### src/rtl/dsm_pkg.sv
package dsm_pkg;

    localparam int CPR_W   = 24;
    localparam int DIA_W   = 10;
    localparam int PER_W   = 10;
    localparam int ELAP_W  = 16;
    localparam int MAG_W   = 17;
    localparam int NUM_W   = 45;
    localparam int DEN_W   = CPR_W + ELAP_W;
    localparam int WHOLE_W = 26;

    localparam int STALE_LIMIT_DEF = 1000;
    localparam int Q_DEPTH_DEF     = 2;

    localparam logic [CPR_W-1:0] CPR_RESET    = 24'd60000;
    localparam logic [DIA_W-1:0] DIA_RESET    = 10'd66;
    localparam logic [PER_W-1:0] PER_RESET    = 10'd10;
    localparam logic             LINV_RESET   = 1'b1;
    localparam logic             RINV_RESET   = 1'b0;

    localparam logic [22:0] K_PI_X1000   = 23'd3142;
    localparam logic [22:0] K_RPM_X100   = 23'd6000000;
    localparam logic [9:0]  K_SPD_X100   = 10'd100;
    localparam logic [9:0]  K_ONE        = 10'd1;
    localparam logic [22:0] K_ONE_WIDE   = 23'd1;

    // ceil(2^37 / 100): exact divide by 100 for inputs below about 4.9e9
    localparam logic [31:0] K_DIV100_MAGIC = 32'h51EB_851F;
    localparam int          K_DIV100_SHIFT = 37;
    localparam logic [31:0] K_HALF_HUNDRED = 32'd50;

    localparam logic [1:0] STAT_SKIP   = 2'd0;
    localparam logic [1:0] STAT_SAMPLE = 2'd1;
    localparam logic [1:0] STAT_RESET  = 2'd2;

    localparam logic [2:0] REG_CPR  = 3'd0;
    localparam logic [2:0] REG_DIA  = 3'd1;
    localparam logic [2:0] REG_PER  = 3'd2;
    localparam logic [2:0] REG_LINV = 3'd3;
    localparam logic [2:0] REG_RINV = 3'd4;

    typedef struct packed {
        logic [CPR_W-1:0] cpr;
        logic [DIA_W-1:0] dia;
        logic [PER_W-1:0] period;
        logic             linv;
        logic             rinv;
    } t_cfg;

    typedef struct packed {
        logic [1:0]        status;
        logic [31:0]       ltot;
        logic [31:0]       rtot;
        logic              lneg;
        logic [MAG_W-1:0]  lmag;
        logic              rneg;
        logic [MAG_W-1:0]  rmag;
        logic [ELAP_W-1:0] elapsed;
    } t_job;

endpackage

### src/rtl/dsm_fifo.sv
module dsm_fifo
    import dsm_pkg::*;
#(
    parameter int W     = 8,
    parameter int DEPTH = Q_DEPTH_DEF
) (
    input  logic         i_clk,
    input  logic         i_rst_n,
    input  logic         i_push,
    input  logic [W-1:0] i_data,
    input  logic         i_pop,
    output logic [W-1:0] o_data,
    output logic         o_full,
    output logic         o_empty
);
    localparam int AW = (DEPTH > 1) ? $clog2(DEPTH) : 1;
    localparam logic [AW-1:0] LAST = AW'(DEPTH - 1);
    localparam logic [AW:0]   FULL = (AW+1)'(DEPTH);

    logic [W-1:0]  r_mem [DEPTH];
    logic [AW-1:0] r_wp;
    logic [AW-1:0] r_rp;
    logic [AW:0]   r_cnt;

    assign o_full  = (r_cnt == FULL);
    assign o_empty = (r_cnt == '0);
    assign o_data  = r_mem[r_rp];

    always_ff @(posedge i_clk) begin
        if (i_push) begin
            r_mem[r_wp] <= i_data;
        end
    end

    always_ff @(posedge i_clk) begin
        if (!i_rst_n) begin
            r_wp  <= '0;
            r_rp  <= '0;
            r_cnt <= '0;
        end else begin
            if (i_push) begin
                r_wp <= (r_wp == LAST) ? '0 : r_wp + 1'b1;
            end
            if (i_pop) begin
                r_rp <= (r_rp == LAST) ? '0 : r_rp + 1'b1;
            end
            if (i_push && !i_pop) begin
                r_cnt <= r_cnt + 1'b1;
            end else if (!i_push && i_pop) begin
                r_cnt <= r_cnt - 1'b1;
            end
        end
    end
endmodule

### config.mk
export PLATFORM = sky130hd
export DESIGN_NAME = dsm_fifo
export DESIGN_NICKNAME = d
export VERILOG_FILES = /design/src/rtl/dsm_pkg.sv /design/src/rtl/dsm_fifo.sv
export SDC_FILE = /design/constraint.sdc
export NUM_CORES = 1
export LEC_CHECK = 0
export ABC_CLOCK_PERIOD_IN_PS = 1760
export BUFFER_PORTS_ARGS = -buffer_cell sky130_fd_sc_hd__buf_2
export CORE_UTILIZATION = 48
export DETAILED_ROUTE_END_ITERATION = 8
export PLACE_DENSITY = 0.83
export SYNTH_ARGS = -nofsm -noshare
export SYNTH_HDL_FRONTEND = slang
export SYNTH_SLANG_ARGS = --single-unit
### constraint.sdc
create_clock -name i_clk -period 1.76 [get_ports i_clk]
set_input_delay 0.528 -clock i_clk [delete_from_list [all_inputs] [get_ports i_clk]]
set_output_delay 0.528 -clock i_clk [all_outputs]
set_load 0.01 [all_outputs]
==> results.md <==
- Flop pwr share: 62.5%
- Hold Path Cell Cnt: 1
- Power Density: 986 nW/um^2
- Mean post-synth cell area: 16.9 sq um
- WL/cell: approximately 13 microns
- Number of max-cap violations: 0
- Initial antenna violation count: 0
- Antenna viol nets, final: 0
- Top cells by area, synth: edfxtp_1, dfxtp_1, mux2_2, and2_1, xor2_1
- Crit path required time: 1.23 ns
- Dpl cells: 84
- FP Rows: 14
- DRC: 0
- Largest family of logic cells by synthesized area: multiplexers
- Yosys warnings: 0
- Setup CP Type: reg -> out
- Tot Pwr: roughly 0.94 mW
- Sw frac: ~23%
- DIE HEIGHT: roughly 43 microns
- Postcts setup bufs: 0
- WP data arrival: about 1.2 ns
- Gr ovfl total: 0
- Port Buffer Count: 21
- Comb power frac: 13.5%
- Hold Fails Final Rpt: 0
- Synth cell types: 16
- Synthesized cell area: 795 sq um
- Vias: 456
- Synth Register Bits: 21
- Clk buf depth: 2
- Final Skew: 0.00302 ns
- Vias/cell: 5.18
- Io pins: 22
- Cells after synthesis: between 40 and 50
- Rel. slew slack: 75.0%
- Min Tclk post-route: approximately 1.7 ns
- Die X: 42.7 microns
- Unrepaired setup endpoints after global routing: true
- Filler instances: between 100 and 150
- Final nets: 86
- Reg2Reg Launch Point: r_cnt[0]$_SDFFE_PN0P_
- Critical path peak fanout: 8
- Post-route cell area: roughly 950 sq um
- Synth area leader: edfxtp_1
- Total Routed Length: 1.13 mm
- Startpoint type of the worst setup path: flop
- Crit. End Element: output port
- Worst skew pair latency: 0.30 ns
- GRT Overall Usage: 12.9%
- Clock transition at the registers of the reported paths: 0.11 ns
- Share of the clock period used by the worst path: between 90% and 100%
- Hold WC Path Type: in -> reg
- ANT cells: 0
- Count of final setup violators: 0
- Synth Area in Simple Gates: 7.09%
- Cells on worst reg2reg path: 3
- Synth Area in Compound Gates: 2.52%
- Gpl congestion: 0.640
- Reg2Reg Setup Slack: 0.71 ns
- Drt first pass iters: 4
- CTS tree: yes
- P_int: approximately 0.73 mW
- RR Endpoint: r_cnt[1]$_SDFFE_PN0P_
- Number of global-route vias before repair: 405
- Slew of the pin with the lowest slew margin: 0.375 ns
- Sink Count: 21
- Layout cell share with drive strength beyond 1: slightly below 50%
- Max Clk Rate: slightly below 600 MHz
- DR iter-0 viols: 7
- Initial core utilization: 52.1%
- Global-route wire length before repair: roughly 1.7 mm
- Post-synthesis mux area share: 11.3%
- Mapped Nets: 60
- Htree depth: 1
- Largest net degree at the start of global routing: 12
- Layout area overhead: 19.8%
- Post-synthesis sequential area ratio: 73.1%
- DP HPWL: 805 microns
- Leak Pwr: 0.383 nW
- Area of the multi-input gates: approximately 210 sq um
- Hold slack: approximately 0.41 ns
- Area post-placement: 922 sq um
- P_sw: 0.213 mW
- Adder-Cell Fraction of Synth Area: about 1.6%
- Finished Layout Cells: approximately 90
- Core area: 1520 sq um
- Root Driver: clkbuf_4
- Share of the synthesized area in the top cell type: between 60% and 70%
- Peak supply drop: about 550 uV
- XOR/XNOR Fraction of Synth Area: 3.31%
- Run status: finished, final reports clean
- CTS buffer count: 3
- Reg area: 584 sq um
- Hold path startpoint: i_data[3]
- Die area: approximately 1800 sq um
- Max-slew violation count: 0
- Hold EP: r_mem[1][3]$_DFFE_PP_
- Clock power frac: 24.1%
==> how the worst max path moves through the flow <==
stage           start  cells past startpoint  slack (ns)                    end
2_1_floorplan   i_pop                      4        0.36  r_cnt[1]$_SDFFE_PN0P_
3_3_place_gp     flop                      2        0.21              o_data[0]
3_5_place_dp   i_push                      4        0.18  r_cnt[1]$_SDFFE_PN0P_
4_1_cts          flop                      2       0.009              o_data[0]
5_1_grt          flop                      2       -0.02              o_data[4]
6_report         flop                      2        0.03              o_data[0]
==> area by class of cell <==
class,count,share of cell area [%]
Sequential cell,21,61.4
Multi-Input combinational cell,24,21.6
Timing Repair Buffer,22,11.8
Clock buffer,4,2.76
Tap cell,16,2.10
Inverter,1,0.394
==> power by group through the flow <==
stage                     Sequential, mW  Clock (mW)  Combinational, mW
after floorplan                    0.588           0             0.0846
after global placement             0.596           0              0.124
after detailed placement           0.598           0              0.128
after CTS                          0.587       0.232              0.128
after global routing               0.591       0.248              0.140
final                              0.587       0.226              0.127
==> flip-flops by register name (all words and copies together), names as in the netlist, named ones only <==
name   cells
r_mem     16
r_rp       1
r_wp       1
r_cnt      2
==> cell usage after synthesis (all sizes together) <==
cell type,count
xnor2,1
ha,1
buf,1
o21ai,1
or3,1
xor2,2
a21boi,1
nor2,1
nor2b,2
o21a,1
edfxtp,16
inv,1
dfxtp,5
and2,4
and2b,1
mux2,8
==> layer usage <==
layer  global-route usage [%]  vias up  share of wire (%)
met4                     5.63        0                1.2
met1                     15.7      215                 44
met5                        0        -                  0
met3                     3.40        2                5.7
met2                     21.5       17                 49
li1                         -      222                  -
==> layout by cell type, fill, tap and decap left out, drive strengths merged <==
cell type,netlist,final
o21ai,1,1
and2,4,4
dfxtp,5,5
mux2,8,8
nor2b,2,2
a21boi,1,1
clkbuf,0,4
edfxtp,16,16
or3,1,1
buf,1,22
xor2,2,2
and2b,1,1
o21a,1,1
nor2,1,1
ha,1,1
xnor2,1,1
inv,1,1
==> kinds of logic (layout without fill, tap and decap cells) <==
group                      after synthesis  after routing
AOI/OAI and AO/OA                        3              3
xor gates and xnor gates                 3              3
adders and majority gates                1              1
buffers and inverters                    2             27
DFF                                     21             21
muxes                                    8              8
and+or+nand+nor                          9              9
==> worst max-delay path, stage by stage (launching register included) <==
cell and delay (ns):
dfxtp_4 0.42, mux2_2 0.35, buf_2 0.14
==> what timing repair did <==
item | 4_1_cts | 5_1_grt
resized for setup | 2 | 0
setup endpoints to repair | 8 | 6
hold buffers | 0 | 0
==> per-stage QoR <==
| step | worst slack (ns) | util, % | setup TNS [ns] |
|---|---|---|---|
| 2_1_floorplan | 0.364 | - | 0 |
| 3_3_place_gp | 0.212 | 60.5 | 0 |
| 3_5_place_dp | 0.181 | 60.5 | 0 |
| 4_1_cts | 0.00911 | 62.5 | 0 |
| 5_1_grt | -0.0165 | 62.5 | -0.0632 |
| 6_report | 0.0340 | 62.5 | 0 |
(Power assumes the default switching activity.)
