## src/rtl/dsm_pkg.sv

```systemverilog
package dsm_pkg;

    localparam int CPR_W   = 24;
    localparam int DIA_W   = 10;
    localparam int PER_W   = 10;
    localparam int ELAP_W  = 16;
    localparam int MAG_W   = 17;
    localparam int NUM_W   = 45;
    localparam int DEN_W   = CPR_W + ELAP_W;
    localparam int WHOLE_W = 26;

    localparam int STALE_LIMIT_DEF = 1000;
    localparam int Q_DEPTH_DEF     = 2;

    localparam logic [CPR_W-1:0] CPR_RESET    = 24'd60000;
    localparam logic [DIA_W-1:0] DIA_RESET    = 10'd66;
    localparam logic [PER_W-1:0] PER_RESET    = 10'd10;
    localparam logic             LINV_RESET   = 1'b1;
    localparam logic             RINV_RESET   = 1'b0;

    localparam logic [22:0] K_PI_X1000   = 23'd3142;
    localparam logic [22:0] K_RPM_X100   = 23'd6000000;
    localparam logic [9:0]  K_SPD_X100   = 10'd100;
    localparam logic [9:0]  K_ONE        = 10'd1;
    localparam logic [22:0] K_ONE_WIDE   = 23'd1;

    // ceil(2^37 / 100): exact divide by 100 for inputs below about 4.9e9
    localparam logic [31:0] K_DIV100_MAGIC = 32'h51EB_851F;
    localparam int          K_DIV100_SHIFT = 37;
    localparam logic [31:0] K_HALF_HUNDRED = 32'd50;

    localparam logic [1:0] STAT_SKIP   = 2'd0;
    localparam logic [1:0] STAT_SAMPLE = 2'd1;
    localparam logic [1:0] STAT_RESET  = 2'd2;

    localparam logic [2:0] REG_CPR  = 3'd0;
    localparam logic [2:0] REG_DIA  = 3'd1;
    localparam logic [2:0] REG_PER  = 3'd2;
    localparam logic [2:0] REG_LINV = 3'd3;
    localparam logic [2:0] REG_RINV = 3'd4;

    typedef struct packed {
        logic [CPR_W-1:0] cpr;
        logic [DIA_W-1:0] dia;
        logic [PER_W-1:0] period;
        logic             linv;
        logic             rinv;
    } t_cfg;

    typedef struct packed {
        logic [1:0]        status;
        logic [31:0]       ltot;
        logic [31:0]       rtot;
        logic              lneg;
        logic [MAG_W-1:0]  lmag;
        logic              rneg;
        logic [MAG_W-1:0]  rmag;
        logic [ELAP_W-1:0] elapsed;
    } t_job;

endpackage

```

## src/rtl/dsm_div.sv

```systemverilog
module dsm_div
    import dsm_pkg::*;
(
    input  logic             i_clk,
    input  logic             i_rst_n,
    input  logic             i_start,
    input  logic [NUM_W-1:0] i_num,
    input  logic [DEN_W-1:0] i_den,
    output logic             o_done,
    output logic [NUM_W-1:0] o_quot
);
    localparam int CW = $clog2(NUM_W + 1);

    logic [NUM_W-1:0] r_nq;
    logic [DEN_W:0]   r_rem;
    logic [DEN_W-1:0] r_den;
    logic [CW-1:0]    r_cnt;
    logic             r_busy;
    logic             r_done;

    logic [DEN_W:0]   w_try;
    logic             w_ge;

    assign w_try  = {r_rem[DEN_W-1:0], r_nq[NUM_W-1]};
    assign w_ge   = w_try >= {1'b0, r_den};
    assign o_done = r_done;
    assign o_quot = r_nq;

    // restoring division, one quotient bit a cycle
    always_ff @(posedge i_clk) begin
        if (!i_rst_n) begin
            r_busy <= 1'b0;
            r_done <= 1'b0;
            r_cnt  <= '0;
        end else begin
            r_done <= 1'b0;
            if (i_start) begin
                r_busy <= 1'b1;
                r_cnt  <= CW'(NUM_W);
            end else if (r_busy) begin
                r_cnt <= r_cnt - 1'b1;
                if (r_cnt == CW'(1)) begin
                    r_busy <= 1'b0;
                    r_done <= 1'b1;
                end
            end
        end
    end

    always_ff @(posedge i_clk) begin
        if (i_start) begin
            r_nq  <= i_num;
            r_den <= i_den;
            r_rem <= '0;
        end else if (r_busy) begin
            r_rem <= w_ge ? (w_try - {1'b0, r_den}) : w_try;
            r_nq  <= {r_nq[NUM_W-2:0], w_ge};
        end
    end
endmodule

```

## src/rtl/dsm_back.sv

```systemverilog
module dsm_back
    import dsm_pkg::*;
(
    input  logic               i_clk,
    input  logic               i_rst_n,
    input  t_cfg               i_cfg,
    input  logic               i_empty,
    input  t_job               i_job,
    output logic               o_pop,
    output logic               o_out_valid,
    input  logic               i_out_stall,
    output logic [1:0]         o_status,
    output logic [31:0]        o_left_total,
    output logic [31:0]        o_right_total,
    output logic [31:0]        o_left_speed_x100,
    output logic [31:0]        o_right_speed_x100,
    output logic [31:0]        o_left_rpm_centi,
    output logic [31:0]        o_right_rpm_centi,
    output logic [WHOLE_W-1:0] o_left_speed_whole,
    output logic [WHOLE_W-1:0] o_right_speed_whole
);
    localparam logic [3:0] S_IDLE = 4'd0;
    localparam logic [3:0] S_M1   = 4'd1;
    localparam logic [3:0] S_M2   = 4'd2;
    localparam logic [3:0] S_M3   = 4'd3;
    localparam logic [3:0] S_DIV  = 4'd4;
    localparam logic [3:0] S_WAIT = 4'd5;
    localparam logic [3:0] S_OUT  = 4'd6;
    localparam logic [3:0] S_W1   = 4'd7;
    localparam logic [3:0] S_W2   = 4'd8;
    localparam logic [3:0] S_W3   = 4'd9;

    localparam logic [2:0] J_LSPD   = 3'd0;
    localparam logic [2:0] J_LRPM   = 3'd1;
    localparam logic [2:0] J_RSPD   = 3'd2;
    localparam logic [2:0] J_RRPM   = 3'd3;
    localparam logic [2:0] J_LWHOLE = 3'd4;
    localparam logic [2:0] J_RWHOLE = 3'd5;

    logic [3:0]         r_state;
    logic [2:0]         r_jn;
    t_job               r_job;
    logic [DEN_W-1:0]   r_den;
    logic [NUM_W-1:0]   r_prod;
    logic [31:0]        r_lspd;
    logic [31:0]        r_rspd;
    logic [31:0]        r_lrpm;
    logic [31:0]        r_rrpm;
    logic [WHOLE_W-1:0] r_lwhole;
    logic [WHOLE_W-1:0] r_rwhole;
    logic               r_ovalid;
    logic               r_wneg;
    logic [31:0]        r_wabs;
    logic [63:0]        r_wprod;

    logic [MAG_W-1:0]   w_a;
    logic [22:0]        w_f1;
    logic [9:0]         w_f2;
    logic [9:0]         w_f3;
    logic               w_neg;
    logic [DEN_W-1:0]   w_divisor;
    logic               w_start;
    logic               w_done;
    logic [NUM_W-1:0]   w_quot;
    logic [31:0]        w_sat;
    logic [31:0]        w_wsel;
    logic [WHOLE_W-1:0] w_wq;
    logic               w_emit;

    dsm_div u_div (
        .i_clk   (i_clk),
        .i_rst_n (i_rst_n),
        .i_start (w_start),
        .i_num   (r_prod + NUM_W'(w_divisor >> 1)),
        .i_den   (w_divisor),
        .o_done  (w_done),
        .o_quot  (w_quot)
    );

    assign w_start = (r_state == S_DIV) && (w_divisor != '0);
    assign o_pop   = (r_state == S_IDLE) && !i_empty;
    assign w_emit  = (r_state == S_OUT) && (!r_ovalid || !i_out_stall);

    always_comb begin
        w_a       = '0;
        w_f1      = K_ONE_WIDE;
        w_f2      = K_ONE;
        w_f3      = K_ONE;
        w_neg     = 1'b0;
        w_divisor = r_den;
        case (r_jn)
            J_LSPD: begin
                w_a   = r_job.lmag;
                w_f1  = K_PI_X1000;
                w_f2  = i_cfg.dia;
                w_f3  = K_SPD_X100;
                w_neg = r_job.lneg;
            end
            J_LRPM: begin
                w_a   = r_job.lmag;
                w_f1  = K_RPM_X100;
                w_neg = r_job.lneg;
            end
            J_RSPD: begin
                w_a   = r_job.rmag;
                w_f1  = K_PI_X1000;
                w_f2  = i_cfg.dia;
                w_f3  = K_SPD_X100;
                w_neg = r_job.rneg;
            end
            J_RRPM: begin
                w_a   = r_job.rmag;
                w_f1  = K_RPM_X100;
                w_neg = r_job.rneg;
            end
            default: begin
                w_a = '0;
            end
        endcase

        // quotient clamps to the signed 32-bit range
        if (!w_neg) begin
            w_sat = (w_quot > NUM_W'(32'h7FFF_FFFF)) ? 32'h7FFF_FFFF : w_quot[31:0];
        end else begin
            w_sat = (w_quot > NUM_W'(32'h8000_0000)) ? 32'h8000_0000
                                                     : (32'd0 - w_quot[31:0]);
        end

        w_wsel = (r_jn == J_LWHOLE) ? r_lspd : r_rspd;
        w_wq   = r_wneg ? (WHOLE_W'(0) - r_wprod[K_DIV100_SHIFT +: WHOLE_W])
                        : r_wprod[K_DIV100_SHIFT +: WHOLE_W];
    end

    always_ff @(posedge i_clk) begin
        if (!i_rst_n) begin
            r_state  <= S_IDLE;
            r_jn     <= J_LSPD;
            r_ovalid <= 1'b0;
            r_lspd   <= '0;
            r_rspd   <= '0;
            r_lrpm   <= '0;
            r_rrpm   <= '0;
            r_lwhole <= '0;
            r_rwhole <= '0;
        end else begin
            if (w_emit) begin
                r_ovalid <= 1'b1;
            end else if (r_ovalid && !i_out_stall) begin
                r_ovalid <= 1'b0;
            end
            case (r_state)
                S_IDLE: begin
                    if (!i_empty) begin
                        r_jn <= J_LSPD;
                        case (i_job.status)
                            STAT_SAMPLE: r_state <= S_M1;
                            STAT_RESET: begin
                                r_lspd   <= '0;
                                r_rspd   <= '0;
                                r_lrpm   <= '0;
                                r_rrpm   <= '0;
                                r_lwhole <= '0;
                                r_rwhole <= '0;
                                r_state  <= S_OUT;
                            end
                            default: r_state <= S_OUT;
                        endcase
                    end
                end
                S_M1: r_state <= S_M2;
                S_M2: r_state <= S_M3;
                S_M3: r_state <= S_DIV;
                S_DIV: begin
                    if (w_divisor == '0) begin
                        // no denominator: speed and rpm read zero
                        case (r_jn)
                            J_LSPD:  r_lspd <= '0;
                            J_LRPM:  r_lrpm <= '0;
                            J_RSPD:  r_rspd <= '0;
                            J_RRPM:  r_rrpm <= '0;
                            default: r_lrpm <= r_lrpm;
                        endcase
                        r_jn    <= r_jn + 1'b1;
                        r_state <= (r_jn == J_RRPM) ? S_W1 : S_M1;
                    end else begin
                        r_state <= S_WAIT;
                    end
                end
                S_WAIT: begin
                    if (w_done) begin
                        case (r_jn)
                            J_LSPD:   r_lspd   <= w_sat;
                            J_LRPM:   r_lrpm   <= w_sat;
                            J_RSPD:   r_rspd   <= w_sat;
                            J_RRPM:   r_rrpm   <= w_sat;
                            default:  r_lrpm   <= r_lrpm;
                        endcase
                        r_jn    <= r_jn + 1'b1;
                        r_state <= (r_jn == J_RRPM) ? S_W1 : S_M1;
                    end
                end
                S_W1: r_state <= S_W2;
                S_W2: r_state <= S_W3;
                S_W3: begin
                    if (r_jn == J_LWHOLE) begin
                        r_lwhole <= w_wq;
                        r_jn     <= J_RWHOLE;
                        r_state  <= S_W1;
                    end else begin
                        r_rwhole <= w_wq;
                        r_state  <= S_OUT;
                    end
                end
                S_OUT: begin
                    if (w_emit) begin
                        r_state <= S_IDLE;
                    end
                end
                default: r_state <= S_IDLE;
            endcase
        end
    end

    always_ff @(posedge i_clk) begin
        if (o_pop) begin
            r_job <= i_job;
            r_den <= DEN_W'(i_cfg.cpr) * DEN_W'(i_job.elapsed);
        end
        case (r_state)
            S_M1:    r_prod <= NUM_W'(w_a) * NUM_W'(w_f1);
            S_M2:    r_prod <= r_prod * NUM_W'(w_f2);
            S_M3:    r_prod <= r_prod * NUM_W'(w_f3);
            default: r_prod <= r_prod;
        endcase
        // whole mm/s: magnitude plus half, then reciprocal multiply by 1/100
        if (r_state == S_W1) begin
            r_wneg <= w_wsel[31];
            r_wabs <= (w_wsel[31] ? (32'd0 - w_wsel) : w_wsel) + K_HALF_HUNDRED;
        end
        if (r_state == S_W2) begin
            r_wprod <= 64'(r_wabs) * 64'(K_DIV100_MAGIC);
        end
        if (w_emit) begin
            o_status            <= r_job.status;
            o_left_total        <= r_job.ltot;
            o_right_total       <= r_job.rtot;
            o_left_speed_x100   <= r_lspd;
            o_right_speed_x100  <= r_rspd;
            o_left_rpm_centi    <= r_lrpm;
            o_right_rpm_centi   <= r_rrpm;
            o_left_speed_whole  <= r_lwhole;
            o_right_speed_whole <= r_rwhole;
        end
    end

    assign o_out_valid = r_ovalid;
endmodule

```

## config.mk

```make
export PLATFORM = sky130hd
export DESIGN_NAME = dsm_back
export DESIGN_NICKNAME = d
export VERILOG_FILES = /design/src/rtl/dsm_pkg.sv /design/src/rtl/dsm_div.sv /design/src/rtl/dsm_back.sv
export SDC_FILE = /design/constraint.sdc
export NUM_CORES = 2
export LEC_CHECK = 0
export BUFFER_PORTS_ARGS = -buffer_cell sky130_fd_sc_hd__buf_2
export CAP_MARGIN = 20
export CORE_UTILIZATION = 55
export DETAILED_ROUTE_END_ITERATION = 8
export PLACE_DENSITY = 0.8
export SYNTH_ARGS = -nofsm -noshare
export SYNTH_HDL_FRONTEND = slang
export SYNTH_SLANG_ARGS = --single-unit
```

## constraint.sdc

```tcl
create_clock -name i_clk -period 18.7 [get_ports i_clk]
set_input_delay 3.74 -clock i_clk [delete_from_list [all_inputs] [get_ports i_clk]]
set_output_delay 3.74 -clock i_clk [all_outputs]
set_load 0.01 [all_outputs]
```

==> reports/qor.csv <==
stage;metric;value;unit
place;Port Buf Inserts;403;
timing;Final Cycle Share;55.7;%
drt;post-route DRC violation count;0;
setup_path;CP startpoint;i_job[1];
setup_path;Worst R2R Setup Slack;9360;ps
setup_path;worst r2r path cells;32;
timing;Fin. Hold Viols;0;
yosys;Distinct cells, synth;107;
drt;Post-Route WL;243;mm
yosys;Synth Area per Inst;9.78;µm²
timing;Clock Skew;75.4;ps
finish;Non-Filler Instances;11696;
setup_path;CP required;19160;ps
finish;layout cell share with drive strength beyond 1;7.34;%
global_routing;initial antenna violation count;12;
global_routing;total track usage;30.1;%
drt;DR WL/cell;20.8;µm
setup_path;FF-to-FF End;r_prod[38];
yosys;Synth area leaders;fa_1, edfxtp_1, ha_1;
cts;CTS hold repair buffers;0;
setup_path;critical path class;input pin to flop;
drt;Post-DRT Antenna Nets;0;
timing;Slew Viols, Final;0;
timing;Max Freq;0.0959;GHz
yosys;FFs w/ async S/R, synth;0;%
setup_path;Worst setup endpoint;r_den[38];
yosys;number of synthesized flops with an enable pin;577;
timing;RSZ-0062 raised after global routing;no;
drt;routed via count;67086;
setup_path;worst path arrival time;10890;ps
floorplan;core area;0.163;mm²
floorplan;Die Width;407;µm
cts;CTS tree;yes;
yosys;cells after synthesis;9201;
yosys;Synth Flop Type;edfxtp_1;
global_routing;number of global-route vias before repair;69900;
setup_path;worst flop-to-flop path startpoint;r_jn[0];
global_routing;global route overflow;0;
floorplan;# IOs;416;
run_status;outcome;finished, final reports clean;
global_routing;first-pass GRT wire length;386;mm
job;max_cap viols;0;
timing;Fin Setup TNS;0;ps
yosys;mapped cell area;0.0900;mm²
timing;final worst slack;8280;ps
floorplan;Initial Utilization;55.4;%
yosys;area leader, netlist;fa_1;
timing;Min Hold Slack;389;ps
place;RD Place Congestion;0.988;
cts;Resize count post-CTS;0;
timing;Max-slew headroom;24.9;%
timing;Worst Tran Pin Value;1120;ps
timing;min Tclk post-route;10420;ps
finish;Nets;11817;
yosys;sequential area share after synthesis;24.5;%
setup_path;CP Max Fanout;24;
cts;CTS Root Cell;clkbuf_16;
place;dpl cells;11526;
global_routing;largest net degree at the start of global routing;145;
finish;Area Overhead vs Synth;7.88;%
yosys;Seq cells post-synth;813;
cts;clock latency on the worst-skew pair;740;ps
hold_path;class of the worst hold path;flop to flop;
place;hpwl dp;194;mm
yosys;Synth top area share;27.4;%
drt;Initial DRT Pass Iterations;6;
finish;commonest non-fill, non-tap cell in the layout;inv_1;
cts;CTS Buf Count;86;
place;pre-CTS setup slack;7640;ps
cts;clk sink count;813;
floorplan;Die Height;407;µm
cts;Max clock buf depth;3;
cts;Setup Fix Bufs, Post-CTS;0;
timing;Final setup violation count;0;
floorplan;die area;0.165;mm²
finish;commonest non-fill, non-tap cells in the layout;inv_1, fa_1, nand2_1;
cts;htree depth;3;
setup_path;CP endpoint kind;flop;
floorplan;Cell Rows;148;
drt;Vias/cell;5.74;
cts;clk slew on worst S/H paths;60;ps
yosys;yosys warns;0;
drt;DRT iter0 DRCs;5877;
setup_path;CP Launch Type;input pin;
## worst max-delay path, cell delays in order
cell and delay, ps:
buf_2 440, nand2_1 170, fa_1 570, inv_1 60, fa_1 520, inv_1 50
fa_1 480, fa_1 550, inv_1 50, fa_1 470, inv_1 50, fa_1 480
inv_1 40, ha_1 340, and3_1 250, a221oi_1 250, o21ai_0 290, a221oi_1 690
o21ai_1 270, a31o_2 310, nor3_1 200, o21ai_1 140, a21o_1 190, a21oi_1 170
xnor2_1 80
## worst min-delay path by stage
| stage | slack (ps) | depth (start not counted) | to | from |
|---|---|---|---|---|
| finish | 390 | 0 | o_left_total[7] | r_job[91] |
| global route | 400 | 0 | o_left_total[7] | r_job[91] |
| CTS | 390 | 0 | o_left_total[7] | r_job[91] |
| detailed placement | 400 | 0 | o_left_total[2] | r_job[86] |
| global placement | 400 | 0 | o_left_total[20] | r_job[104] |
| floorplan | 400 | 0 | o_left_total[0] | r_job[84] |
## stage by stage
| stage | util (%) | instance area [µm²] |
|---|---|---|
| finish | 59.7 | 97100 |
| global route | 59.7 | 97100 |
| CTS | 59.6 | 96900 |
| detailed placement | 57.9 | 94100 |
| global placement | 57.8 | 94000 |
| floorplan | - | 90000 |
## layer usage
metal  global-route usage (%)  vias to the layer above  part of all wire, %
li1                         -                    30309                    -
met1                     38.8                    33337                   40
met2                     49.9                     2849                   47
met3                     5.58                      581                  8.4
met4                     12.0                       10                  4.4
met5                        0                        -                0.023
## cell usage after synthesis, types with 17 or more instances
cell and instances:
nor2b_1 44, a211oi_1 69, nand2b_1 49, nor3_1 71, a31oi_1 43, o31ai_1 27
o211ai_1 23, o22ai_1 18, fa_1 1232, a21o_1 140, and3_1 251, and2_1 155
o21ai_0 233, or2_2 17, ha_1 971, o21a_1 62, dfxtp_1 236, a211o_1 17
xor2_1 145, xnor2_1 198, a22oi_1 28, nand2_1 1115, nand3_1 80, a21oi_1 449
buf_1 17, nor4_1 34, mux2i_1 69, edfxtp_1 577, inv_1 1832, clkbuf_1 274
nor2_1 356, nand4_1 33, or3_1 33, o21bai_1 33
## area by class of cell
type,instances,area [µm²]
clock buffers,113,2350
flip-flops and latches,813,22100
multi-input cells,6252,60000
clock inverters,47,470
fillers,13554,65500
diodes,3,7.51
repair buffers,460,2610
well taps,2175,2720
inverters,1833,6890
## flip-flops by register name, indices dropped and copies added, names as in the netlist, 40 cells and up
name and flops:
u_div.o_quot 45, r_den 40, r_job 102, r_prod 45, u_div.r_den 40, u_div.r_rem 40
## cells by family after synthesis
kind of cell,after synthesis,synth area share (%)
DFF,813,24.5
AOI/OAI and AO/OA,1319,9.45
xor gates and xnor gates,344,3.36
buffers and inverters,2138,8.96
adders and majority gates,2203,40.9
other,2,0.00834
muxes,83,0.947
and+or+nand+nor,2299,11.9
Power is not shown: default switching activity piles up to over one toggle a cycle in this logic, so the estimate is an artifact.
