==> config.mk <==
export PLATFORM = sky130hd
export DESIGN_NAME = dsm_front
export DESIGN_NICKNAME = d
export VERILOG_FILES = /design/src/rtl/dsm_pkg.sv /design/src/rtl/dsm_front.sv
export SDC_FILE = /design/constraint.sdc
export NUM_CORES = 1
export LEC_CHECK = 0
export BUFFER_PORTS_ARGS = -buffer_cell sky130_fd_sc_hd__buf_2
export CAP_MARGIN = 20
export CORE_MARGIN = 1
export CORE_UTILIZATION = 52
export CTS_CLUSTER_DIAMETER = 50
export CTS_CLUSTER_SIZE = 24
export DETAILED_ROUTE_END_ITERATION = 10
export PLACE_DENSITY = 0.78
export SLEW_MARGIN = 5
export SYNTH_ARGS = -nofsm -noshare
export SYNTH_HDL_FRONTEND = slang
export SYNTH_SLANG_ARGS = --single-unit
export TNS_END_PERCENT = 20
==> constraint.sdc <==
create_clock -name i_clk -period 7.3 [get_ports i_clk]
set_input_delay 0.73 -clock i_clk [delete_from_list [all_inputs] [get_ports i_clk]]
set_output_delay 0.73 -clock i_clk [all_outputs]
set_load 0.05 [all_outputs]
==> src/rtl/dsm_pkg.sv <==
package dsm_pkg;

    localparam int CPR_W   = 24;
    localparam int DIA_W   = 10;
    localparam int PER_W   = 10;
    localparam int ELAP_W  = 16;
    localparam int MAG_W   = 17;
    localparam int NUM_W   = 45;
    localparam int DEN_W   = CPR_W + ELAP_W;
    localparam int WHOLE_W = 26;

    localparam int STALE_LIMIT_DEF = 1000;
    localparam int Q_DEPTH_DEF     = 2;

    localparam logic [CPR_W-1:0] CPR_RESET    = 24'd60000;
    localparam logic [DIA_W-1:0] DIA_RESET    = 10'd66;
    localparam logic [PER_W-1:0] PER_RESET    = 10'd10;
    localparam logic             LINV_RESET   = 1'b1;
    localparam logic             RINV_RESET   = 1'b0;

    localparam logic [22:0] K_PI_X1000   = 23'd3142;
    localparam logic [22:0] K_RPM_X100   = 23'd6000000;
    localparam logic [9:0]  K_SPD_X100   = 10'd100;
    localparam logic [9:0]  K_ONE        = 10'd1;
    localparam logic [22:0] K_ONE_WIDE   = 23'd1;

    // ceil(2^37 / 100): exact divide by 100 for inputs below about 4.9e9
    localparam logic [31:0] K_DIV100_MAGIC = 32'h51EB_851F;
    localparam int          K_DIV100_SHIFT = 37;
    localparam logic [31:0] K_HALF_HUNDRED = 32'd50;

    localparam logic [1:0] STAT_SKIP   = 2'd0;
    localparam logic [1:0] STAT_SAMPLE = 2'd1;
    localparam logic [1:0] STAT_RESET  = 2'd2;

    localparam logic [2:0] REG_CPR  = 3'd0;
    localparam logic [2:0] REG_DIA  = 3'd1;
    localparam logic [2:0] REG_PER  = 3'd2;
    localparam logic [2:0] REG_LINV = 3'd3;
    localparam logic [2:0] REG_RINV = 3'd4;

    typedef struct packed {
        logic [CPR_W-1:0] cpr;
        logic [DIA_W-1:0] dia;
        logic [PER_W-1:0] period;
        logic             linv;
        logic             rinv;
    } t_cfg;

    typedef struct packed {
        logic [1:0]        status;
        logic [31:0]       ltot;
        logic [31:0]       rtot;
        logic              lneg;
        logic [MAG_W-1:0]  lmag;
        logic              rneg;
        logic [MAG_W-1:0]  rmag;
        logic [ELAP_W-1:0] elapsed;
    } t_job;

endpackage

==> src/rtl/dsm_front.sv <==
module dsm_front
    import dsm_pkg::*;
#(
    parameter int STALE_LIMIT_MS = STALE_LIMIT_DEF
) (
    input  logic        i_clk,
    input  logic        i_rst_n,
    input  t_cfg        i_cfg,
    input  logic        i_in_valid,
    output logic        o_in_stall,
    input  logic        i_action,
    input  logic [31:0] i_now_ms,
    input  logic [15:0] i_left_counter,
    input  logic [15:0] i_right_counter,
    input  logic        i_full,
    output logic        o_push,
    output t_job        o_job
);
    logic [31:0] r_last;
    logic [15:0] r_lbase;
    logic [15:0] r_rbase;
    logic [31:0] r_lsum;
    logic [31:0] r_rsum;

    logic [31:0] w_elapsed;
    logic        w_reset;
    logic        w_skip;
    logic [15:0] w_ld;
    logic [15:0] w_rd;
    logic [31:0] w_lsum;
    logic [31:0] w_rsum;

    assign o_in_stall = i_full;
    assign o_push     = i_in_valid && !i_full;

    always_comb begin
        w_elapsed = i_now_ms - r_last;
        w_reset   = i_action || (w_elapsed > 32'(STALE_LIMIT_MS));
        w_skip    = w_elapsed < {{(32-PER_W){1'b0}}, i_cfg.period};
        w_ld      = i_left_counter - r_lbase;
        w_rd      = i_right_counter - r_rbase;
        if (i_cfg.linv) begin
            w_ld = 16'd0 - w_ld;
        end
        if (i_cfg.rinv) begin
            w_rd = 16'd0 - w_rd;
        end
        w_lsum = r_lsum + {{16{w_ld[15]}}, w_ld};
        w_rsum = r_rsum + {{16{w_rd[15]}}, w_rd};

        o_job.elapsed = w_elapsed[ELAP_W-1:0];
        o_job.lneg    = w_ld[15];
        o_job.rneg    = w_rd[15];
        // magnitude of the delta; the most negative delta gives 32768, which still fits in 16 of the 17 bits
        o_job.lmag    = w_ld[15] ? (17'h10000 - {1'b0, w_ld}) : {1'b0, w_ld};
        o_job.rmag    = w_rd[15] ? (17'h10000 - {1'b0, w_rd}) : {1'b0, w_rd};
        if (w_reset) begin
            o_job.status = STAT_RESET;
            o_job.ltot   = '0;
            o_job.rtot   = '0;
        end else if (w_skip) begin
            o_job.status = STAT_SKIP;
            o_job.ltot   = r_lsum;
            o_job.rtot   = r_rsum;
        end else begin
            o_job.status = STAT_SAMPLE;
            o_job.ltot   = w_lsum;
            o_job.rtot   = w_rsum;
        end
    end

    always_ff @(posedge i_clk) begin
        if (!i_rst_n) begin
            r_last  <= '0;
            r_lbase <= '0;
            r_rbase <= '0;
            r_lsum  <= '0;
            r_rsum  <= '0;
        end else if (o_push && (w_reset || !w_skip)) begin
            r_last  <= i_now_ms;
            r_lbase <= i_left_counter;
            r_rbase <= i_right_counter;
            r_lsum  <= w_reset ? '0 : w_lsum;
            r_rsum  <= w_reset ? '0 : w_rsum;
        end
    end
endmodule

==> summary.md, run 1 <==
| Metric | Value |
|---|---|
| Nature of the critical path endpoint | `output pin` |
| Post-synthesis compound-gate area fraction | `25.6%` |
| Fraction of post-synthesis cell area in the top cell type by area | `19.2%` |
| Arrival time of the worst setup path | `6340 ps` |
| H-tree lvl count | `4` |
| Part of the Yosys area used for sequential elements | `19.2%` |
| Post-synth EDFFs | `0` |
| Crit path buf inv count | `2` |
| Initial core utilization | `52.9%` |
| Crit path kind | `in -> out` |
| Classification of the worst-slack hold path | `reg -> reg` |
| Largest delay share family, worst path | `compound AO/OA/AOI/OAI gates` |
| Pin count of the biggest net entering global routing | `93` |
| Final weighted congestion in routability-driven placement | `0.934` |
| CTS Root Cell | `clkbuf_16` |
| Largest area contributor in the synthesized netlist | `dfxtp_1` |
| Clock tree from TritonCTS | `built` |
| Critical Path Start Type | `input port` |
| Proportion of synthesized flip-flops having asynchronous set or reset | `0%` |
| Quantity of hold-fixing buffers added after cts | `0` |
| Cell with the most instances on the worst path | `a21o_1` |
| Final period demand of the worst path | `7070 ps` |
| Detailed-route DRC error count | `0` |
| Inserted Clock Buffers | `17` |
| Total global routing track utilization | `28.8%` |
| Slowest cell delay on critical path | `470 ps` |
| Height of the die | `162 um` |
| Clock network latency to the later pin of the worst-skew pair | `430 ps` |
| Area of the core | `0.0252 mm2` |
| Combined area of all synthesized cells | `0.0133 mm2` |
| Number of pins exceeding their max-slew limit in the final report | `0` |
| Routed WL per cell | `15.9 um` |
| Cell count after placement | `2363` |
| Multiplexer share of the synthesized area | `0.310%` |
| Via count of the first global-routing pass | `12.7k` |
| Mean area per synthesized cell | `7.22 um2` |
| Pwr dens | `217 mW/mm2` |
| Die area | `0.0262 mm2` |
| Layout net count | `2319` |
| Length of the first detailed-routing pass in iterations | `7` |
| Slack of the worst reg-to-reg path | `1490 ps` |
| Via density per instance | `5.81` |
| Data required time at the worst endpoint | `6570 ps` |
| DRT Wirelength | `38.3 mm` |
| Number of antenna violations at the first check in global routing | `3` |
| Maximum root-to-sink buffer count | `2` |
| Cell types with the largest area share after synthesis | `dfxtp_1 19%, ha_1 14%, nand2_1 7.2%` |
| Global-route wire length before repair | `62.0 mm` |
| Post-synthesis share of cell area spent on full adders, half adders and majority gates | `14.3%` |
| Final number of setup-violating endpoints | `0` |
| Xor/xnor cell area share of the yosys netlist | `9.47%` |
| Combinational family with the most area after synthesis | `compound AO/OA/AOI/OAI gates` |
| I/O pins | `235` |
| #FFs+latches synth | `128` |
| LEAKAGE | `7.53 nW` |
| Worst-path cell chain | `buf_2 -> ha_1 -> a21o_1 -> a21oi_1 -> a21oi_1 -> o311a_1 -> o31ai_1 -> or3b_4 -> o41ai_4 -> xnor2_2 -> ha_1 -> a21o_1 -> a21o_1 -> a21o_1 -> a21oi_2 -> a21oi_1 -> a21oi_2 -> o21ai_0 -> nor4_1 -> o21ai_1 -> xnor2_1 -> or3_4 -> a21oi_4 -> buf_6` |
| Clock-pin transition on the worst setup and hold timing paths | `60 ps` |
| Final worst-path cycle share | `96.8%` |
| Maximum vdd ir drop | `0.000179 V` |
| Result of the run | `completed` |
| Clock Skews | `13.7 ps` |
| DPL Wire Length | `29.0 mm` |
| Grt ovf | `0` |
| Total of buffers placed on input and output ports | `198` |
| Crit path max-delay cell type | `or3b_4` |
| Growth of design area from synthesis to finish | `19.2%` |
| Routed Antenna Nets | `0` |
| Clk sink count | `128` |
| Top_reg_cell synth | `dfxtp_1` |
| Final cell utilization of the core | `63.0%` |
| Iter 0 DRT Violations | `1013` |
| Simple-gate share of the synthesized area | `24.3%` |
| Fraction of layout instances using a drive strength above 1 | `18.0%` |
| Fillcell total | `2256` |
| Via total after detailed routing | `13.9k` |
| Measured slew at the worst slew-check pin | `1010 ps` |
| Post-Syn Instances | `1843` |
| Largest fanout on the critical path | `7` |
| Core Rows | `58` |
| Count of maximum capacitance violations | `0` |
| X dimension of the die | `162 um` |
| Yosys Warn Count | `0` |
| F_max | `141 MHz` |
| Slew HR | `32.7%` |
| Final cell count without fillers | `2400` |
| Unique masters post-synth | `78` |
| Final hold violations | `0` |
## synth_stat cells (13+ instances only)
library cell	n
inv_1	132
nand2_1	257
nor3_1	32
o21a_1	21
or2_2	14
nand4_1	14
buf_2	21
nand2b_1	14
dfxtp_1	128
a21oi_1	160
o2bb2ai_1	30
a21o_1	50
xor2_1	46
a211oi_1	17
nand3_1	149
and3_1	18
nor2_1	98
o211ai_1	13
clkbuf_1	46
nor2b_1	18
xnor2_1	98
a22o_1	22
ha_1	144
o21ai_0	80
or3_1	29
## registers in the layout, summed over array words and instances (netlist names)
register,count
r_rsum,32
r_rbase,16
r_lsum,32
r_last,32
r_lbase,16
## cell families (layout without fill, tap and decap cells)
| family | count (synthesis) | in the layout |
|---|---|---|
| other cells | 1 | 5 |
| flops | 128 | 128 |
| mux | 4 | 4 |
| buf+inv | 220 | 443 |
| fa+ha+maj | 149 | 149 |
| compound gates | 511 | 511 |
| xor+xnor | 144 | 144 |
| simple gates | 686 | 686 |
## cells in the final DEF (no fill, tap or decap), types with 30 or more instances in the layout
cell type | netlist | final
nand2_1 | 257 | 257
a21o_1 | 50 | 50
a21oi_1 | 160 | 150
nor3_1 | 32 | 30
dfxtp_1 | 128 | 128
inv_1 | 132 | 132
nand3_1 | 149 | 148
ha_1 | 144 | 144
o2bb2ai_1 | 30 | 30
o21ai_0 | 80 | 76
buf_2 | 21 | 189
xor2_1 | 46 | 46
buf_4 | 12 | 82
xnor2_1 | 98 | 94
nor2_1 | 98 | 98
## per-stage QoR
stage | hold slack (ps) | power (mW) | setup TNS, ps | setup WS [ps] | area, um2
2_1_floorplan | 430 | 1.99 | -494 | -325 | 13400
3_3_place_gp | 435 | 2.42 | 0 | 0.154 | 15000
3_5_place_dp | 441 | 2.45 | -19.0 | -19.0 | 15000
4_1_cts | 450 | 3.43 | -25.5 | -25.5 | 15700
5_1_grt | 464 | 3.63 | -129 | -23.9 | 15900
6_report | 447 | 3.45 | 0 | 231 | 15900
## area by class of cell
cell class                      instances  area [um2]  share of cell area (%)
Clock inverter                         13         211                    1.33
Antenna cell                            3        7.51                  0.0473
Inverter                              132         495                    3.12
Sequential cell                       128        2560                    16.1
Tap cell                              330         413                    2.60
Clock buffer                           18         429                    2.70
Timing Repair Buffer                  280        1690                    10.6
Multi-Input combinational cell       1496       10100                    63.4
## final timing paths
| path | end | start | depth (start not counted) |
|---|---|---|---|
| setup reg to reg | r_rsum[25]$_SDFFE_PN0P_ | r_rbase[0]$_SDFFE_PN0P_ | 24 |
| hold reg to reg | r_rbase[9]$_SDFFE_PN0P_ | r_rbase[9]$_SDFFE_PN0P_ | 2 |
| hold / removal | r_rbase[9]$_SDFFE_PN0P_ | r_rbase[9]$_SDFFE_PN0P_ | 2 |
| setup / recovery | o_job[115] | i_left_counter[3] | 24 |
## worst reg2reg max path: stages (launching register included)
cell      delay (ps)
dfxtp_1          340
ha_1             170
inv_1             60
fa_2             360
a211oi_2         210
buf_4            150
o21ai_0          130
a21oi_1          230
o21bai_1         120
xnor2_1          140
or4_1            570
o41ai_2          340
xor2_1           290
inv_1            120
buf_12           160
buf_4            190
ha_1             260
or3_1            410
o21a_1           200
a31oi_1          290
o21ai_1          170
a211oi_1         250
nor3_1           110
or3_1            360
a21boi_1         130
## what timing repair did
action	CTS	global route
pin swaps	1	11
gates resized for setup	6	38
buffers inserted	0	2
gates cloned	0	0
endpoints found under the setup margin	3	21
## metal layers
metal  routed length (um)  global-route usage (%)
met4                  903                    9.13
met2                17300                    46.1
met1                17900                    39.7
met3                 2110                    3.86
met5                    0                       0
## power by group
part / internal, mW / switching [mW] / leakage, nW
Clock: 0.607 / 0.360 / 0.311
Combinational: 0.591 / 1.17 / 6.18
Sequential: 0.716 / 0.00802 / 1.04
(Power assumes the default switching activity.)
==> run 2: changes to the inputs <==
--- a/config.mk
+++ b/config.mk
@@ -5,6 +5,7 @@
 export SDC_FILE = /design/constraint.sdc
 export NUM_CORES = 1
 export LEC_CHECK = 0
+export ABC_AREA = 0
 export BUFFER_PORTS_ARGS = -buffer_cell sky130_fd_sc_hd__buf_2
 export CAP_MARGIN = 20
 export CORE_MARGIN = 1
@@ -12,7 +13,8 @@
 export CTS_CLUSTER_DIAMETER = 50
 export CTS_CLUSTER_SIZE = 24
 export DETAILED_ROUTE_END_ITERATION = 10
-export PLACE_DENSITY = 0.78
+export MAX_ROUTING_LAYER = met4
+export PLACE_DENSITY = 0.75
 export SLEW_MARGIN = 5
 export SYNTH_ARGS = -nofsm -noshare
 export SYNTH_HDL_FRONTEND = slang
==> constraint.sdc (replaced) <==
create_clock -name i_clk -period 7.75 [get_ports i_clk]
set_input_delay 0.775 -clock i_clk [delete_from_list [all_inputs] [get_ports i_clk]]
set_output_delay 0.775 -clock i_clk [all_outputs]
set_load 0.05 [all_outputs]
==> summary.md, run 2 (synthesis gave the netlist of run 1 again) <==
| Metric | Value |
|---|---|
| Result of the run | `completed` |
| Slack of the worst reg-to-reg path | `1740 ps (+250 ps)` |
| Length of the first detailed-routing pass in iterations | `5 (-2)` |
| Routed Antenna Nets | `0 (unchanged)` |
| Classification of the worst-slack hold path | `reg -> reg` |
| Clock Skews | `17.5 ps (+3.78 ps)` |
| Worst hold margin | `445 ps (-1.98 ps)` |
| Cell count after placement | `2324 (-1.7%)` |
| Least setup slack across all paths after layout | `235 ps (+4.28 ps)` |
| Clock group share of total power | `28.1% (about the same)` |
| DRT Wirelength | `37.2 mm (-2.8%)` |
| Clock network latency to the later pin of the worst-skew pair | `430 ps (about the same)` |
| Net Sw Power | `1.42 mW (-7.2%)` |
| Number of pins exceeding their max-slew limit in the final report | `0 (unchanged)` |
| Fraction of power consumed by sequential logic | `21.6% (+0.6 points)` |
| Number of buffers inserted by post-CTS setup repair | `0 (unchanged)` |
| Clock tree from TritonCTS | `built` |
| Via density per instance | `5.80 (-0.13%)` |
| Inserted Clock Buffers | `17 (unchanged)` |
| Total of buffers placed on input and output ports | `198 (unchanged)` |
| Hold_sp | `r_lbase[8]$_SDFFE_PN0P_` |
| Fraction of layout instances using a drive strength above 1 | `15.5% (-2.5 points)` |
| Total power draw | `3.15 mW (-8.7%)` |
| Initial core utilization | `52.9% (unchanged)` |
| Nature of the critical path endpoint | `output pin` |
| Arrival time of the worst setup path | `6740 ps (+400 ps)` |
| Critical Path Start Type | `input port` |
| Global-route wire length before repair | `60.6 mm (-2.2%)` |
| X dimension of the die | `162 um (unchanged)` |
| I/O pins | `235 (unchanged)` |
| Summed negative setup slack over all endpoints | `0 ps (unchanged)` |
| Slowest cell delay on critical path | `500 ps (+30 ps)` |
| Via total after detailed routing | `13.7k (-1.8%)` |
| Count of maximum capacitance violations | `0 (unchanged)` |
| Crit path kind | `in -> out` |
| H-tree lvl count | `4 (unchanged)` |
| Final number of setup-violating endpoints | `0 (unchanged)` |
| Routed WL per cell | `15.8 um (-1.1%)` |
| Final period demand of the worst path | `7510 ps` |
| Biggest regs | `r_last (32), r_lsum (32), r_rsum (32)` |
| Final weighted congestion in routability-driven placement | `0.921 (-1.4%)` |
| Layout net count | `2277 (-1.8%)` |
| Worst hold path cell count | `2 (unchanged)` |
| Setup repair after global routing missed its margin | `true` |
| Via count of the first global-routing pass | `12.6k (-0.79%)` |
| Clock-pin transition on the worst setup and hold timing paths | `60 ps (about the same)` |
| Maximum root-to-sink buffer count | `2 (unchanged)` |
| Total global routing track utilization | `29.0% (+0.23 points)` |
| R2r worst-path depth | `26 (+8.3%)` |
| Combinational share of power | `50.3% (-0.7 points)` |
| Die area | `0.0262 mm2 (unchanged)` |
| Growth of design area from synthesis to finish | `15.6%` |
| Leading cell type in the layout, fill and taps excluded | `nand2_1` |
| Measured slew at the worst slew-check pin | `1090 ps (+78.7 ps)` |
| DPL Wire Length | `28.4 mm (-2.1%)` |
| Final hold violations | `0 (unchanged)` |
| Crit path buf inv count | `5 (+3)` |
| Final worst-path cycle share | `97.0%` |
| Data required time at the worst endpoint | `6970 ps (+400 ps)` |
| Quantity of hold-fixing buffers added after cts | `0 (unchanged)` |
| Crit path max-delay cell type | `or3b_2` |
| Pwr dens | `205 mW/mm2 (-5.9%)` |
| Grt ovf | `0 (unchanged)` |
| Number of antenna violations at the first check in global routing | `3 (unchanged)` |
| CTS Root Cell | `clkbuf_16` |
| Worst slack at placement | `56.4 ps (+75.3 ps)` |
| Switching share of power | `45.2% (+0.72 points)` |
| Most frequent cells in the layout | `257 x nand2_1, 194 x buf_2, 157 x a21oi_1, 148 x nand3_1, 144 x ha_1` |
| Height of the die | `162 um (unchanged)` |
| LEAKAGE | `7.26 nW (-3.6%)` |
| Largest delay share family, worst path | `compound AO/OA/AOI/OAI gates` |
| Internal power | `1.73 mW (-9.9%)` |
| Iter 0 DRT Violations | `860 (-15%)` |
| Detailed-route DRC error count | `0 (unchanged)` |
| Worst Hold End | `r_lbase[8]$_SDFFE_PN0P_` |
| Largest fanout on the critical path | `4 (-3)` |
| Final cell count without fillers | `2359 (-1.7%)` |
| F_max | `133 MHz` |
| Core Rows | `58 (unchanged)` |
| Area of the core | `0.0252 mm2 (unchanged)` |
| Slew HR | `27.5% (-5.2 points)` |
| Startpoint of the most critical register-to-register path | `r_lbase[0]$_SDFFE_PN0P_` |
| Pin count of the biggest net entering global routing | `93 (unchanged)` |
| Maximum vdd ir drop | `0.000171 V (-4.5%)` |
| Reg-to-Reg End | `r_lsum[31]$_SDFFE_PN0P_` |
| Clk sink count | `128 (unchanged)` |
run 2: changes by cell type in the layout (fill, tap and decap cells not counted), moves of 2 or more:
cell,before,now
buf_4,82,40
fa_1,3,5
clkbuf_4,2,0
xnor2_1,94,96
a21oi_1,150,157
buf_12,3,0
buf_2,189,194
fa_2,2,0
xnor2_2,4,2
a211oi_1,11,14
a211oi_2,6,3
inv_6,2,4
a21oi_2,9,2
clkinv_2,2,0
run 2: per-stage QoR:
stage                     cell area, um2  utilization, %
after floorplan                    13300               -
after global placement             14700            58.3
after detailed placement           14700            58.3
after CTS                          15300            60.8
after global routing               15400            61.1
final                              15400            61.1
run 2: power groups by stage:
| stage | Sequential (mW) | Clock, mW | Combinational [mW] |
|---|---|---|---|
| 6_report | 0.682 | 0.884 | 1.58 |
| 5_1_grt | 0.683 | 0.931 | 1.71 |
| 4_1_cts | 0.681 | 0.901 | 1.56 |
| 3_5_place_dp | 0.696 | 0 | 1.55 |
| 3_3_place_gp | 0.696 | 0 | 1.53 |
| 2_1_floorplan | 0.695 | 0 | 1.18 |
run 2: worst max path at each step:
stage	startpoint	to	slack, ps	depth (start not counted)
floorplan	i_right_counter[0]	o_job[81]	20	25
global placement	i_left_counter[0]	o_job[115]	90	28
detailed placement	i_left_counter[0]	o_job[115]	60	29
CTS	i_left_counter[0]	o_job[115]	60	28
global route	i_right_counter[0]	o_job[83]	-80	26
finish	i_left_counter[0]	o_job[115]	240	28
run 2: cell type report:
cell class | instances | area (um2)
antenna | 3 | 7.51
timing repair buffer | 238 | 1320
clock buffer | 18 | 429
multi-input combinational | 1496 | 9970
clock inverter | 14 | 205
sequential | 128 | 2560
tap | 330 | 413
fill | 2402 | 9790
inverter | 132 | 495
run 2: worst min-delay path: cells and delay by family (launching register included):
family           cells  cell delay, ps
DFF                  1             310
and+or+nand+nor      2             100
run 2: what timing repair did:
| action | in CTS | in global routing |
|---|---|---|
| endpoints found under the setup margin | 1 | 12 |
| pin swaps | 0 | 4 |
| cloned | 0 | 0 |
| endpoints found under the hold margin | 0 | 0 |
| resized for setup | 1 | 23 |
run 2: routing by layer:
layer,wire length (um),global-route usage (%),share of wire (%),vias up
met5,0,-,0,-
met1,18000,38.0,48,6380
met2,16800,46.3,45,318
li1,-,-,-,6937
met4,836,8.49,2.2,0
met3,1640,3.80,4.4,47
==> run 3: changes to the inputs <==
--- a/config.mk
+++ b/config.mk
@@ -9,12 +9,12 @@
 export BUFFER_PORTS_ARGS = -buffer_cell sky130_fd_sc_hd__buf_2
 export CAP_MARGIN = 20
 export CORE_MARGIN = 1
-export CORE_UTILIZATION = 52
+export CORE_UTILIZATION = 30
 export CTS_CLUSTER_DIAMETER = 50
 export CTS_CLUSTER_SIZE = 24
 export DETAILED_ROUTE_END_ITERATION = 10
 export MAX_ROUTING_LAYER = met4
-export PLACE_DENSITY = 0.75
+export SETUP_SLACK_MARGIN = 0.02
 export SLEW_MARGIN = 5
 export SYNTH_ARGS = -nofsm -noshare
 export SYNTH_HDL_FRONTEND = slang
==> summary.md, run 3 (synthesis gave the netlist of run 1 again) <==
| Metric | Value |
|---|---|
| Result of the run | `completed` |
| Net Sw Power | `1.44 mW (+0.82%)` |
| Height of the die | `213 um (+31%)` |
| Largest fanout on the critical path | `6 (+2)` |
| Combinational share of power | `50.7% (+0.4 points)` |
| Nature of the critical path endpoint | `output pin` |
| Area of the core | `0.0435 mm2 (+73%)` |
| Clock-pin transition on the worst setup and hold timing paths | `60 ps (about the same)` |
| Final number of setup-violating endpoints | `0 (unchanged)` |
| Classification of the worst-slack hold path | `reg -> reg` |
| Biggest regs | `r_last (32), r_lsum (32), r_rsum (32)` |
| DRT Wirelength | `40.8 mm (+9.6%)` |
| Layout net count | `2282 (+0.22%)` |
| Critical Path Start Type | `input port` |
| LEAKAGE | `7.28 nW (+0.28%)` |
| Clock Skews | `11.2 ps (-6.35 ps)` |
| Leading cell type in the layout, fill and taps excluded | `nand2_1` |
| Measured slew at the worst slew-check pin | `797 ps (-291 ps)` |
| CTS Root Cell | `clkbuf_16` |
| Crit path kind | `in -> out` |
| Slew HR | `46.9% (+19 points)` |
| X dimension of the die | `213 um (+31%)` |
| Via count of the first global-routing pass | `12.4k (-1.4%)` |
| Initial core utilization | `30.6% (-22 points)` |
| Summed negative setup slack over all endpoints | `0 ps (unchanged)` |
| I/O pins | `235 (unchanged)` |
| Arrival time of the worst setup path | `6610 ps (-130 ps)` |
| Final worst-path cycle share | `95.4% (-1.6 points)` |
| Pin count of the biggest net entering global routing | `81 (-13%)` |
| Final period demand of the worst path | `7390 ps (-125 ps)` |
| Fillcell total | `4641 (+93%)` |
| Core Rows | `76 (+31%)` |
| Inserted Clock Buffers | `17 (unchanged)` |
| Pwr dens | `199 mW/mm2 (-2.7%)` |
| Data required time at the worst endpoint | `6970 ps (about the same)` |
| Number of pins exceeding their max-slew limit in the final report | `0 (unchanged)` |
| Fraction of layout instances using a drive strength above 1 | `15.8% (+0.26 points)` |
| Total global routing track utilization | `18.6% (-10 points)` |
| Die area | `0.0452 mm2 (+72%)` |
| F_max | `135 MHz (+1.7%)` |
| Clock network latency to the later pin of the worst-skew pair | `470 ps (+40 ps)` |
| Final cell utilization of the core | `36.3% (-25 points)` |
| Number of antenna violations at the first check in global routing | `2 (-1)` |
| Setup repair after global routing missed its margin | `false` |
| Grt ovf | `0 (unchanged)` |
| Final hold violations | `0 (unchanged)` |
| Final weighted congestion in routability-driven placement | `0.930 (+0.94%)` |
| Routed Antenna Nets | `0 (unchanged)` |
| Switching share of power | `45.7% (+0.52 points)` |
| Maximum vdd ir drop | `0.000255 V (+49%)` |
| Iter 0 DRT Violations | `742 (-14%)` |
| Internal power | `1.70 mW (-1.3%)` |
| Clk sink count | `128 (unchanged)` |
| Via total after detailed routing | `13.6k (-0.42%)` |
| Maximum root-to-sink buffer count | `2 (unchanged)` |
| Detailed-route DRC error count | `0 (unchanged)` |
| Length of the first detailed-routing pass in iterations | `5 (unchanged)` |
| DPL Wire Length | `31.0 mm (+9.1%)` |
| Clock group share of total power | `27.6% (-0.5 points)` |
| Routed WL per cell | `15.6 um (-1.3%)` |
| Total of buffers placed on input and output ports | `198 (unchanged)` |
| Fraction of power consumed by sequential logic | `21.7% (about the same)` |
| Clock tree from TritonCTS | `built` |
| Via density per instance | `5.20 (-10%)` |
| Global-route wire length before repair | `64.4 mm (+6.2%)` |
| Growth of design area from synthesis to finish | `18.5%` |
| Number of buffers inserted by post-CTS setup repair | `0 (unchanged)` |
| Most frequent cells in the layout | `257 x nand2_1, 193 x buf_2, 155 x a21oi_1, 149 x nand3_1, 144 x ha_1` |
| H-tree lvl count | `4 (unchanged)` |
| Count of maximum capacitance violations | `0 (unchanged)` |
run 3: timing repair:
action | 4_1_cts | 5_1_grt
hold buffers | 0 | 0
resized for setup | 0 | 20
setup endpoints to repair | 0 | 12
run 3: stage by stage:
stage                     area [um2]  power [mW]  hold WS, ps  instances  worst slack (ps)
after CTS                      15700        3.16          448       2615              47.9
after detailed placement       15100        2.27          441       2583              74.6
after global routing           15800        3.33          466       2618              26.3
final                          15800        3.14          446       2618               360
after floorplan                13300        1.87          430       1844              20.3
after global placement         15100        2.26          436       2583              35.0
run 3: final timing paths:
kind,startpoint,to,slack [ps],depth (start not counted)
worst min register to register,r_rbase[2]$_SDFFE_PN0P_,r_rbase[2]$_SDFFE_PN0P_,450,2
worst max-delay path,i_left_counter[0],o_job[114],360,28
worst max register to register,r_rbase[1]$_SDFFE_PN0P_,r_rsum[25]$_SDFFE_PN0P_,1750,23
worst min-delay path,r_rbase[2]$_SDFFE_PN0P_,r_rbase[2]$_SDFFE_PN0P_,450,2
run 3: final cells by class:
type,count,area [um2],share of cell area [%]
Antenna cell,2,5.00,0.0317
Multi-Input combinational cell,1496,9970,63.2
Sequential cell,128,2560,16.2
Inverter,132,495,3.14
Timing Repair Buffer,243,1400,8.89
Clock inverter,14,165,1.05
Clock buffer,18,439,2.78
Tap cell,585,732,4.64
run 3: routing by layer:
layer | share of wire [%] | GRT usage, % | up-vias
met5 | 0 | - | -
met1 | 47 | 23.9 | 6357
met3 | 5.3 | 3.52 | 47
met4 | 2.3 | 7.72 | 0
met2 | 45 | 28.5 | 292
li1 | - | - | 6929
run 3: power by group through the flow:
stage,Clock (mW),Sequential [mW],Combinational [mW]
2_1_floorplan,0,0.695,1.18
3_3_place_gp,0,0.696,1.56
3_5_place_dp,0,0.696,1.58
4_1_cts,0.898,0.682,1.59
5_1_grt,0.920,0.683,1.73
6_report,0.865,0.682,1.59
run 3: critical path, cell delays in order:
cell and delay (ps):
buf_2 110, inv_1 60, ha_1 160, inv_1 50, fa_1 410, a21oi_2 180, o22ai_1 110, o41a_1 420
a41o_1 290, xor2_1 160, or3b_2 500, o41ai_1 360, buf_4 170, xnor2_2 160, buf_4 210, ha_1 290
a21o_1 200, a21o_1 170, a21o_1 180, nor3_1 130, nand3_1 170, nand3_1 140, a31oi_1 130, or3_1 330
o211ai_1 210, nand2_1 100, a21oi_2 200, buf_4 220
